File: src/rtl/rgbhsv_pkg.sv
package rgbhsv_pkg;

    // hue sector bases, in units of chroma
    localparam int unsigned GREEN_BASE   = 2;
    localparam int unsigned BLUE_BASE    = 4;
    localparam int unsigned SECTOR_COUNT = 6;

    typedef struct packed {
        logic sat_zero;
        logic sat_full;
        logic hue_zero;
    } flags_t;

endpackage

File: src/rtl/rgbhsv_front.sv
module rgbhsv_front #(
    parameter int CHANNEL_BITS = 8
) (
    input  logic                      aclk,
    input  logic                      aresetn,
    input  logic                      in_valid,
    output logic                      in_ready,
    input  logic [CHANNEL_BITS-1:0]   in_red,
    input  logic [CHANNEL_BITS-1:0]   in_green,
    input  logic [CHANNEL_BITS-1:0]   in_blue,
    output logic                      out_valid,
    input  logic                      out_ready,
    output logic [CHANNEL_BITS-1:0]   out_sat_rem,
    output logic [CHANNEL_BITS-1:0]   out_sat_div,
    output logic [CHANNEL_BITS+2:0]   out_hue_rem,
    output logic [CHANNEL_BITS+2:0]   out_hue_div,
    output logic [CHANNEL_BITS-1:0]   out_value,
    output rgbhsv_pkg::flags_t        out_flags
);

    localparam int HW = CHANNEL_BITS + 3;

    logic                    valid_reg;
    logic [CHANNEL_BITS-1:0] sat_rem_reg;
    logic [CHANNEL_BITS-1:0] sat_div_reg;
    logic [HW-1:0]           hue_rem_reg;
    logic [HW-1:0]           hue_div_reg;
    rgbhsv_pkg::flags_t      flags_reg;

    logic                    red_max;
    logic                    green_max;
    logic [CHANNEL_BITS-1:0] max_val;
    logic [CHANNEL_BITS-1:0] min_val;
    logic [CHANNEL_BITS-1:0] chroma;
    logic [HW-1:0]           c_ext;
    logic [HW-1:0]           r_ext;
    logic [HW-1:0]           g_ext;
    logic [HW-1:0]           b_ext;
    logic [HW-1:0]           hue_rem_next;
    logic [HW-1:0]           hue_div_next;
    rgbhsv_pkg::flags_t      flags_next;

    // ties go to red, then green
    assign red_max   = (in_red >= in_green) && (in_red >= in_blue);
    assign green_max = !red_max && (in_green >= in_blue);

    always_comb begin
        if (red_max) begin
            max_val = in_red;
        end else if (green_max) begin
            max_val = in_green;
        end else begin
            max_val = in_blue;
        end
        min_val = in_red;
        if (in_green < min_val) begin
            min_val = in_green;
        end
        if (in_blue < min_val) begin
            min_val = in_blue;
        end
    end

    assign chroma = max_val - min_val;
    assign c_ext  = HW'(chroma);
    assign r_ext  = HW'(in_red);
    assign g_ext  = HW'(in_green);
    assign b_ext  = HW'(in_blue);

    assign hue_div_next = c_ext * HW'(rgbhsv_pkg::SECTOR_COUNT);

    always_comb begin
        if (red_max) begin
            if (in_green >= in_blue) begin
                hue_rem_next = g_ext - b_ext;
            end else begin
                hue_rem_next = hue_div_next - (b_ext - g_ext);
            end
        end else if (green_max) begin
            hue_rem_next = c_ext * HW'(rgbhsv_pkg::GREEN_BASE) + b_ext - r_ext;
        end else begin
            hue_rem_next = c_ext * HW'(rgbhsv_pkg::BLUE_BASE) + r_ext - g_ext;
        end
    end

    always_comb begin
        flags_next.sat_zero = (max_val == '0);
        flags_next.sat_full = (chroma == max_val) && (max_val != '0);
        flags_next.hue_zero = (chroma == '0);
    end

    assign in_ready = !valid_reg || out_ready;

    always_ff @(posedge aclk) begin
        if (!aresetn) begin
            valid_reg <= 1'b0;
        end else if (in_ready) begin
            valid_reg <= in_valid;
        end
    end

    always_ff @(posedge aclk) begin
        if (in_ready && in_valid) begin
            sat_rem_reg <= chroma;
            sat_div_reg <= max_val;
            hue_rem_reg <= hue_rem_next;
            hue_div_reg <= hue_div_next;
            flags_reg   <= flags_next;
        end
    end

    assign out_valid   = valid_reg;
    assign out_sat_rem = sat_rem_reg;
    assign out_sat_div = sat_div_reg;
    assign out_hue_rem = hue_rem_reg;
    assign out_hue_div = hue_div_reg;
    assign out_value   = sat_div_reg;
    assign out_flags   = flags_reg;

endmodule

File: src/rtl/rgbhsv_cell.sv
module rgbhsv_cell #(
    parameter int CHANNEL_BITS  = 8,
    parameter int FRACTION_BITS = 16
) (
    input  logic                       aclk,
    input  logic                       aresetn,
    input  logic                       in_valid,
    output logic                       in_ready,
    input  logic [CHANNEL_BITS-1:0]    in_sat_rem,
    input  logic [CHANNEL_BITS-1:0]    in_sat_div,
    input  logic [CHANNEL_BITS+2:0]    in_hue_rem,
    input  logic [CHANNEL_BITS+2:0]    in_hue_div,
    input  logic [FRACTION_BITS-1:0]   in_sat_q,
    input  logic [FRACTION_BITS-1:0]   in_hue_q,
    input  logic [CHANNEL_BITS-1:0]    in_value,
    input  rgbhsv_pkg::flags_t         in_flags,
    output logic                       out_valid,
    input  logic                       out_ready,
    output logic [CHANNEL_BITS-1:0]    out_sat_rem,
    output logic [CHANNEL_BITS-1:0]    out_sat_div,
    output logic [CHANNEL_BITS+2:0]    out_hue_rem,
    output logic [CHANNEL_BITS+2:0]    out_hue_div,
    output logic [FRACTION_BITS-1:0]   out_sat_q,
    output logic [FRACTION_BITS-1:0]   out_hue_q,
    output logic [CHANNEL_BITS-1:0]    out_value,
    output rgbhsv_pkg::flags_t         out_flags
);

    localparam int HW = CHANNEL_BITS + 3;

    logic                     valid_reg;
    logic [CHANNEL_BITS-1:0]  sat_rem_reg;
    logic [CHANNEL_BITS-1:0]  sat_div_reg;
    logic [HW-1:0]            hue_rem_reg;
    logic [HW-1:0]            hue_div_reg;
    logic [FRACTION_BITS-1:0] sat_q_reg;
    logic [FRACTION_BITS-1:0] hue_q_reg;
    logic [CHANNEL_BITS-1:0]  value_reg;
    rgbhsv_pkg::flags_t       flags_reg;

    logic [CHANNEL_BITS:0]    sat_shift;
    logic [CHANNEL_BITS:0]    sat_diff;
    logic                     sat_bit;
    logic [CHANNEL_BITS-1:0]  sat_rem_next;
    logic [HW:0]              hue_shift;
    logic [HW:0]              hue_diff;
    logic                     hue_bit;
    logic [HW-1:0]            hue_rem_next;

    // one restoring step per quotient bit
    assign sat_shift    = {in_sat_rem, 1'b0};
    assign sat_diff     = sat_shift - {1'b0, in_sat_div};
    assign sat_bit      = (sat_shift >= {1'b0, in_sat_div});
    assign sat_rem_next = sat_bit ? sat_diff[CHANNEL_BITS-1:0] : sat_shift[CHANNEL_BITS-1:0];

    assign hue_shift    = {in_hue_rem, 1'b0};
    assign hue_diff     = hue_shift - {1'b0, in_hue_div};
    assign hue_bit      = (hue_shift >= {1'b0, in_hue_div});
    assign hue_rem_next = hue_bit ? hue_diff[HW-1:0] : hue_shift[HW-1:0];

    assign in_ready = !valid_reg || out_ready;

    always_ff @(posedge aclk) begin
        if (!aresetn) begin
            valid_reg <= 1'b0;
        end else if (in_ready) begin
            valid_reg <= in_valid;
        end
    end

    always_ff @(posedge aclk) begin
        if (in_ready && in_valid) begin
            sat_rem_reg <= sat_rem_next;
            sat_div_reg <= in_sat_div;
            hue_rem_reg <= hue_rem_next;
            hue_div_reg <= in_hue_div;
            sat_q_reg   <= {in_sat_q[FRACTION_BITS-2:0], sat_bit};
            hue_q_reg   <= {in_hue_q[FRACTION_BITS-2:0], hue_bit};
            value_reg   <= in_value;
            flags_reg   <= in_flags;
        end
    end

    assign out_valid   = valid_reg;
    assign out_sat_rem = sat_rem_reg;
    assign out_sat_div = sat_div_reg;
    assign out_hue_rem = hue_rem_reg;
    assign out_hue_div = hue_div_reg;
    assign out_sat_q   = sat_q_reg;
    assign out_hue_q   = hue_q_reg;
    assign out_value   = value_reg;
    assign out_flags   = flags_reg;

endmodule

File: src/rtl/rgb_to_hsv_converter_unit.sv
// RGB to HSV converter. Takes one pixel per clock and gives value (largest channel),
// saturation (chroma over value, unsigned Q0.FRACTION_BITS, full saturation clamped
// to all ones) and hue (fraction of a turn, Q0.FRACTION_BITS, truncated). A front
// register stage finds max, min and hue sector; then a chain of FRACTION_BITS divider
// cells each settle one bit of both quotients. Throughput is one pixel per clock;
// each cell stalls only when it is full and its neighbor does not take its request,
// so bubbles in the chain are absorbed.
module rgb_to_hsv_converter_unit #(
    parameter int CHANNEL_BITS  = 8,
    parameter int FRACTION_BITS = 16
) (
    input  logic                                         aclk,
    input  logic                                         aresetn,
    input  logic                                         s_tvalid,
    output logic                                         s_tready,
    // red, green, blue
    input  logic [((3*CHANNEL_BITS+7)/8)*8-1:0]          s_tdata,
    output logic                                         m_tvalid,
    input  logic                                         m_tready,
    // hue, saturation, value
    output logic [((2*FRACTION_BITS+CHANNEL_BITS+7)/8)*8-1:0] m_tdata
);

    localparam int HW     = CHANNEL_BITS + 3;
    localparam int OUT_W  = ((2*FRACTION_BITS+CHANNEL_BITS+7)/8)*8;
    localparam int PACK_W = 2*FRACTION_BITS + CHANNEL_BITS;

    logic                     valid [FRACTION_BITS+1];
    logic                     ready [FRACTION_BITS+1];
    logic [CHANNEL_BITS-1:0]  sat_rem [FRACTION_BITS+1];
    logic [CHANNEL_BITS-1:0]  sat_div [FRACTION_BITS+1];
    logic [HW-1:0]            hue_rem [FRACTION_BITS+1];
    logic [HW-1:0]            hue_div [FRACTION_BITS+1];
    logic [FRACTION_BITS-1:0] sat_q [FRACTION_BITS+1];
    logic [FRACTION_BITS-1:0] hue_q [FRACTION_BITS+1];
    logic [CHANNEL_BITS-1:0]  value [FRACTION_BITS+1];
    rgbhsv_pkg::flags_t       flags [FRACTION_BITS+1];

    logic [FRACTION_BITS-1:0] hue_out;
    logic [FRACTION_BITS-1:0] sat_out;

    rgbhsv_front #(
        .CHANNEL_BITS(CHANNEL_BITS)
    ) u_front (
        .aclk        (aclk),
        .aresetn     (aresetn),
        .in_valid    (s_tvalid),
        .in_ready    (s_tready),
        .in_red      (s_tdata[CHANNEL_BITS-1:0]),
        .in_green    (s_tdata[2*CHANNEL_BITS-1:CHANNEL_BITS]),
        .in_blue     (s_tdata[3*CHANNEL_BITS-1:2*CHANNEL_BITS]),
        .out_valid   (valid[0]),
        .out_ready   (ready[0]),
        .out_sat_rem (sat_rem[0]),
        .out_sat_div (sat_div[0]),
        .out_hue_rem (hue_rem[0]),
        .out_hue_div (hue_div[0]),
        .out_value   (value[0]),
        .out_flags   (flags[0])
    );

    assign sat_q[0] = '0;
    assign hue_q[0] = '0;

    for (genvar i = 0; i < FRACTION_BITS; i++) begin : g_cell
        rgbhsv_cell #(
            .CHANNEL_BITS (CHANNEL_BITS),
            .FRACTION_BITS(FRACTION_BITS)
        ) u_cell (
            .aclk        (aclk),
            .aresetn     (aresetn),
            .in_valid    (valid[i]),
            .in_ready    (ready[i]),
            .in_sat_rem  (sat_rem[i]),
            .in_sat_div  (sat_div[i]),
            .in_hue_rem  (hue_rem[i]),
            .in_hue_div  (hue_div[i]),
            .in_sat_q    (sat_q[i]),
            .in_hue_q    (hue_q[i]),
            .in_value    (value[i]),
            .in_flags    (flags[i]),
            .out_valid   (valid[i+1]),
            .out_ready   (ready[i+1]),
            .out_sat_rem (sat_rem[i+1]),
            .out_sat_div (sat_div[i+1]),
            .out_hue_rem (hue_rem[i+1]),
            .out_hue_div (hue_div[i+1]),
            .out_sat_q   (sat_q[i+1]),
            .out_hue_q   (hue_q[i+1]),
            .out_value   (value[i+1]),
            .out_flags   (flags[i+1])
        );
    end

    assign ready[FRACTION_BITS] = m_tready;
    assign m_tvalid             = valid[FRACTION_BITS];

    // grey, black and fully saturated pixels
    always_comb begin
        if (flags[FRACTION_BITS].hue_zero) begin
            hue_out = '0;
        end else begin
            hue_out = hue_q[FRACTION_BITS];
        end
        if (flags[FRACTION_BITS].sat_zero) begin
            sat_out = '0;
        end else if (flags[FRACTION_BITS].sat_full) begin
            sat_out = '1;
        end else begin
            sat_out = sat_q[FRACTION_BITS];
        end
    end

    assign m_tdata = OUT_W'(PACK_W'({value[FRACTION_BITS], sat_out, hue_out}));

endmodule
File: config.mk
export PLATFORM = sky130hd
export DESIGN_NAME = rgb_to_hsv_converter_unit
export DESIGN_NICKNAME = d
export VERILOG_FILES = /design/src/rtl/rgbhsv_pkg.sv /design/src/rtl/rgbhsv_front.sv /design/src/rtl/rgbhsv_cell.sv /design/src/rtl/rgb_to_hsv_converter_unit.sv
export SDC_FILE = /design/constraint.sdc
export NUM_CORES = 2
export LEC_CHECK = 0
export BUFFER_PORTS_ARGS = -buffer_cell sky130_fd_sc_hd__buf_2
export CAP_MARGIN = 20
export CORE_ASPECT_RATIO = 0.75
export CORE_MARGIN = 2
export CORE_UTILIZATION = 35
export CTS_CLUSTER_DIAMETER = 120
export CTS_CLUSTER_SIZE = 24
export DETAILED_ROUTE_END_ITERATION = 12
export PLACE_DENSITY = 0.5
export SLEW_MARGIN = 25
export SYNTH_ARGS = -nofsm -noshare
export SYNTH_HDL_FRONTEND = slang
export SYNTH_SLANG_ARGS = --single-unit
File: constraint.sdc
create_clock -name aclk -period 9.2 [get_ports aclk]
set_input_delay 0 -clock aclk [delete_from_list [all_inputs] [get_ports aclk]]
set_output_delay 0 -clock aclk [all_outputs]
set_load 0.05 [all_outputs]
## Word-level counts from Yosys, hierarchy flattened

Index checks and enable logic that the tools add are counted.

- Flip-flop bits (word level): 940
- Output and inout bits: 42
- Logic and storage cells: 370

- Add/sub/neg operators: 38
- Equality and inequality tests: 1
- Multipliers: 1
- Multiplexer cells: 40
- $lt $le $gt $ge: 37
- Reductions and logical operators: 58

Operator list:

| kind | count |
|---|---|
| two-way mux 11 bit | 18 |
| greater-or-equal comparator 12 x 11 -> 1 bit | 16 |
| subtractor 11 bit | 16 |
| two-way mux 8 bit | 19 |
| greater-or-equal comparator 9 x 8 -> 1 bit | 16 |
| subtractor 8 bit | 16 |
| two-way mux 16 bit | 3 |
| greater-or-equal comparator 8 bit | 3 |
| subtractor 11 x 8 -> 11 bit | 2 |
| logical AND 1 bit | 20 |
| zero test 1 bit | 18 |
| subtractor 8 x 8 -> 9 bit | 2 |
| logical OR 1 bit | 17 |
| zero test 8 bit | 2 |
| less-than comparator 8 bit | 2 |
| adder 10 x 8 -> 11 bit | 1 |
| adder 9 x 8 -> 10 bit | 1 |
| multiplier 8 x 2 -> 10 bit (second input constant) | 1 |
| == test 8 bit | 1 |
| nonzero test 8 bit | 1 |

## Depth between registers and ports, before layout

- Word-level depth: 19
- Depth in mapped cells: 38
- Mapped depth without buffers: 37

## By module

Synthesis repeated with hierarchy kept, for this count alone.

- Cell total of the unflattened synthesis: 4688
- Area, all modules: 64415.5 um^2

By module, submodules not included:

| module | area each (um^2) | seq. area each (um^2) | cells each | times used |
|---|---|---|---|---|
| rgbhsv_cell | 3668.5 | 2452.4 | 254 | 16 |
| rgbhsv_front | 5418.9 | 1191.1 | 587 | 1 |
| rgb_to_hsv_converter_unit | 300.3 | 0.0 | 37 | 1 |

## Worst setup path after synthesis

OpenSTA, ideal clock, no wires.

- Path kind: input -> register
- Start point: input port s_tdata[1]
- End point: register u_front.hue_rem_reg[10], in the netlist u_front.out_hue_rem[10] (data pin)
- Arrival time: 6432 ps
- Setup time: 267 ps
- Stages on the path: 34
- Data required time: 8933 ps
- Path slack: 2501 ps
- Cell sequence: inv_1 > ha_1 > nor2b_4 > o211ai_2 > a21oi_2 > nor2_1 > clkbuf_1 > nor2_1 > a21oi_1 > ha_1 > a211oi_1 > nor2_1 > nor2_1 > o21ai_0 > a31o_2 > clkbuf_1 > nand2_1 > o21ai_0 > fa_1 > xnor2_1 > inv_1 > fa_1 > a21o_1 > a21o_1 > a21o_1 > maj3_2 > xor2_1 > ha_1 > a21o_1 > or3b_2 > o311ai_1 > xnor2_1 > a22oi_1 > o211ai_1

- Word-level cells in the longest chain between the ends: 11
- Elaborated cells between the ends (all ways): 21

RTL lines:

| what | RTL line | text |
|---|---|---|
| start, declared | rgb_to_hsv_converter_unit.sv:17 | `input logic [((3*CHANNEL_BITS+7)/8)*8-1:0] s_tdata,` |
| branches (longest 6 deep; another with less-than comparator 8 bit) | - |  |
| subtractor 8 bit (*) | rgbhsv_front.sv:64 | `assign chroma = max_val - min_val;` |
| net u_front.chroma[2] | rgbhsv_front.sv:34 | `logic [CHANNEL_BITS-1:0] chroma;` |
| multiplier 8 x 2 -> 10 bit (tied with other cells) | rgbhsv_front.sv:70 | `assign hue_div_next = c_ext * HW'(rgbhsv_pkg::SECTOR_COUNT);` |
| subtractor 11 bit (tied with other cells) | rgbhsv_front.sv:77 | `hue_rem_next = hue_div_next - (b_ext - g_ext);` |
| two-way mux 11 bit, on equally long branches | rgbhsv_front.sv:74, rgbhsv_front.sv:79 |  |
| two-way mux 11 bit (*) | rgbhsv_front.sv:73 | `if (red_max) begin` |
| net u_front.hue_rem_next[10] | rgbhsv_front.sv:39 | `logic [HW-1:0] hue_rem_next;` |
| end signal, assigned | rgbhsv_front.sv:106 | `hue_rem_reg <= hue_rem_next;` |
| end, declared | rgbhsv_front.sv:26 | `logic [HW-1:0] hue_rem_reg;` |

Mark *: on every way through the listed nets, which the timed path passes.
A chain may end at the register's enable or synchronous reset.

## Worst setup path in the final report

- Start point: input port s_tdata[1]
- End point: register u_front.hue_rem_reg[10], in the netlist u_front.out_hue_rem[10] (data pin)

- Word-level cells in the longest chain between the ends: 11
- Elaborated cells between the ends (all ways): 21

RTL lines:

| what | RTL line | text |
|---|---|---|
| branches (longest 6 deep; another with less-than comparator 8 bit) | - |  |
| subtractor 8 bit (*) | rgbhsv_front.sv:64 |  |
| net u_front.chroma[4] | rgbhsv_front.sv:34 |  |
| multiplier 8 x 2 -> 10 bit (*) | rgbhsv_front.sv:70 |  |
| net u_front.hue_div_next[7] | rgbhsv_front.sv:40 | `logic [HW-1:0] hue_div_next;` |
| subtractor 11 bit (*) | rgbhsv_front.sv:77 |  |
| two-way mux 11 bit (*) | rgbhsv_front.sv:74 | `if (in_green >= in_blue) begin` |
| two-way mux 11 bit (*) | rgbhsv_front.sv:73 |  |
| net u_front.hue_rem_next[10] | rgbhsv_front.sv:39 |  |

Marked as above.

==> metrics.cfg <==
[power]
ir_worst_vdd_mv=0.2342
power_density_mw_per_mm2=206.2
leakage_uw=0.01941

[place]
port_buffers=69
placedCellCount=5582
place.gp.congestion=0.8548
pre_cts_ws_ps=1548
dp_hpwl_um=66090

[sta]
rsz0062_at_grt=false
hold_ws_ps=58.97
worstMarginPinSlew_ps=911.2
layout_setup_ws_ps=1599
fin_skew_ps=31.81
post-route-min-period_ps=7601
period_share_pct=82.62
setup_tns_ps=0
setup_viol=0
finalHoldViolCount=0
slew_headroom_pct=39.25
drv_slew=0
max_freq_ghz=0.1316

[outcome]
status=complete, no violations

[routing]
first_pass_iters=7
drc=0
wl_um=88650
num_vias=26480
wl_per_cell_um=15.67
vias_per_cell=4.681
drtAntennaViolNets=0
first_iter_violations=1575

[cts]
cts.sinks=924
cts-root-buf=clkbuf_16
cts_setup_buffers=0
clk_latency_ps=640
cts_tree=yes
cts_buffer_depth=3
cts_made_buffers=44
cts_max_level=2
cts.clk_slew.worst_paths_ps=110

[critical_path]
critPathKind=in -> reg
startpoint_type=input port
critPathTopFamily=compound AO/OA/AOI/OAI gates
cp_data_required_time_ps=9590
crit_path_end_kind=flip-flop
crit_slowest_cell=dlygate4sd3_1
crit_path_frequent_cell=ha_1
slowest_delay_ps=530
critPathArrivalTime_ps=7990
crit_buf_inv=7
path_max_fanout=16

[layout]
fin_nets=4334
finalNonFillerCells=5658
syn_to_final_growth_pct=8.669
drive_gt1_share_pct=6.716
final_util_pct=38.48

[yosys]
synthFlopType=edfxtp_1
async_flop_share_pct=0
syn_area_mm2=0.04662
syn_inst=3784
ys_seq_area_share_pct=59.16
syn_avg_cell_area_um2=12.32
synth_edf_count=907
ys_warn_count=0
ys_types=68
synth_nets=4236
ys_ff_latch=924

[die]
core_mm2=0.1317
rows=115
die_w_um=425.4
die-area_mm2=0.1362
dieHeight_um=320.1
io_pins=70
initial_core_util_pct=35.41

[global_route]
grt_remaining_overflow=0
grt_pass1_wl_um=144000
track_usage_pct=13.07
grt_pass1_vias=26310
grt_max_degree=68
antenna_found_initial=1

[job]
drv_cap=0

[hold_path]
hp-class=in -> reg

[cell usage in the layout, fill, tap and decap left out, drive strengths merged, types with 12 or more instances in the layout]
cell type,synthesis,final
edfxtp,907,907
inv,536,538
ha,380,380
o21ai,278,278
nand2,270,270
nor2,259,259
a21oi,149,149
nor2b,104,104
xnor2,101,101
buf,15,93
xor2,85,85
mux2,80,80
a21boi,65,65
clkbuf,34,62
a21o,60,60
nand4,47,47
o31ai,47,47
fa,44,44
nand2b,42,42
nand3,35,35
and3,32,32
o21a,23,23
mux2i,21,21
a311oi,18,18
a211oi,18,18
a221oi,17,17
dfxtp,17,17
and2,13,13
nor3,12,12
[metrics by stage]
| step | instance area, um^2 | total power [uW] |
|---|---|---|
| 6_report | 50660 | 10450 |
| 2_1_floorplan | 46620 | 7497 |
| 3_3_place_gp | 49260 | 8291 |
| 5_1_grt | 50660 | 11150 |
| 4_1_cts | 50620 | 10570 |
| 3_5_place_dp | 49290 | 8299 |
[per-layer routing]
metal,global-route usage [%],share of wire (%)
met1,18.95,50
met2,20.86,45
met3,2.002,3.7
met4,2.270,1.3
met5,0,0
[final cells by class]
cell class,instances,area [um^2]
fill,12600,81000
sequential,924,27580
multi-input combinational,2275,16970
tap,1755,2196
inverter,536,2012
clock buffer,62,1190
timing repair buffer,101,649.4
clock inverter,3,56.30
antenna,2,5.005
[worst min-delay path, cell delays in order]
cell	delay, ps
buf_2	140
a21oi_1	70
a21o_1	210
inv_1	130
[state kept, by name, indices dropped and copies added (netlist names)]
name and flops:
g_cell.u_cell.out_flags 48, g_cell.u_cell.out_hue_div 150, g_cell.u_cell.out_hue_q 136, g_cell.u_cell.out_hue_rem 150, g_cell.u_cell.out_sat_div 88, g_cell.u_cell.out_sat_q 136
g_cell.u_cell.out_sat_rem 120, g_cell.u_cell.out_valid 16, g_cell.u_cell.out_value 40, u_front.out_flags 3, u_front.out_hue_div 9, u_front.out_hue_rem 11
u_front.out_sat_div 8, u_front.out_sat_rem 8, u_front.out_valid 1
[cell usage after synthesis, types with 13 or more instances]
library cell | n | area, um^2
a211oi_1 | 17 | 127.6
o31ai_1 | 47 | 352.8
ha_1 | 380 | 4755
fa_1 | 44 | 880.8
o21ai_0 | 271 | 1356
clkbuf_1 | 34 | 127.6
a221oi_1 | 17 | 148.9
a311oi_1 | 18 | 157.7
o21a_1 | 23 | 172.7
a21boi_0 | 62 | 465.5
xnor2_1 | 100 | 875.8
nor2_1 | 259 | 972.2
nand4_1 | 47 | 294.0
mux2_2 | 80 | 900.9
nand2b_1 | 42 | 262.8
mux2i_1 | 21 | 210.2
and2_1 | 13 | 81.33
nand2_1 | 270 | 1013
nand3_1 | 35 | 175.2
and3_1 | 32 | 200.2
xor2_1 | 85 | 744.5
edfxtp_1 | 907 | 27240
nor2b_1 | 103 | 644.4
a21oi_1 | 147 | 735.7
dfxtp_1 | 17 | 340.3
a21o_1 | 60 | 450.4
inv_1 | 536 | 2012
[path summary, 6_finish.rpt]
check,from,to,slack (ps),depth (start not counted)
worst max-delay path,s_tdata[1],u_front.out_hue_rem[10],1600,36
worst min-delay path,s_tdata[9],u_front.out_sat_div[1],60,4
worst max register to register,g_cell[15].u_cell.out_valid,u_front.out_flags[2],5140,10
worst min register to register,g_cell[7].u_cell.out_hue_q[1],g_cell[8].u_cell.out_hue_q[2],400,0
[report_power, final]
| part | internal, uW | total [uW] | switching, uW |
|---|---|---|---|
| registers | 4830 | 4910 | 82.6 |
| logic | 1430 | 3320 | 1900 |
| clock network | 919 | 2220 | 1300 |
| total | 7170 | 10400 | 3280 |
[logic make-up (layout without fill, tap and decap cells)]
logic type,Yosys count,count (layout),synth area share [%]
buf+inv,585,702,4.783
compound gates,724,724,9.644
mux,101,101,2.383
xor+xnor,187,187,3.562
fa+ha+maj,427,427,12.16
simple gates,836,836,8.315
flops,924,924,59.16
other cells,0,2,0
[repair_timing]
action / CTS / global route
hold buffers: 8 / 0
resized for setup: 0 / 0
hold endpoints to repair: 19 / 0
Note: power is estimated with default switching activity, not from simulation.
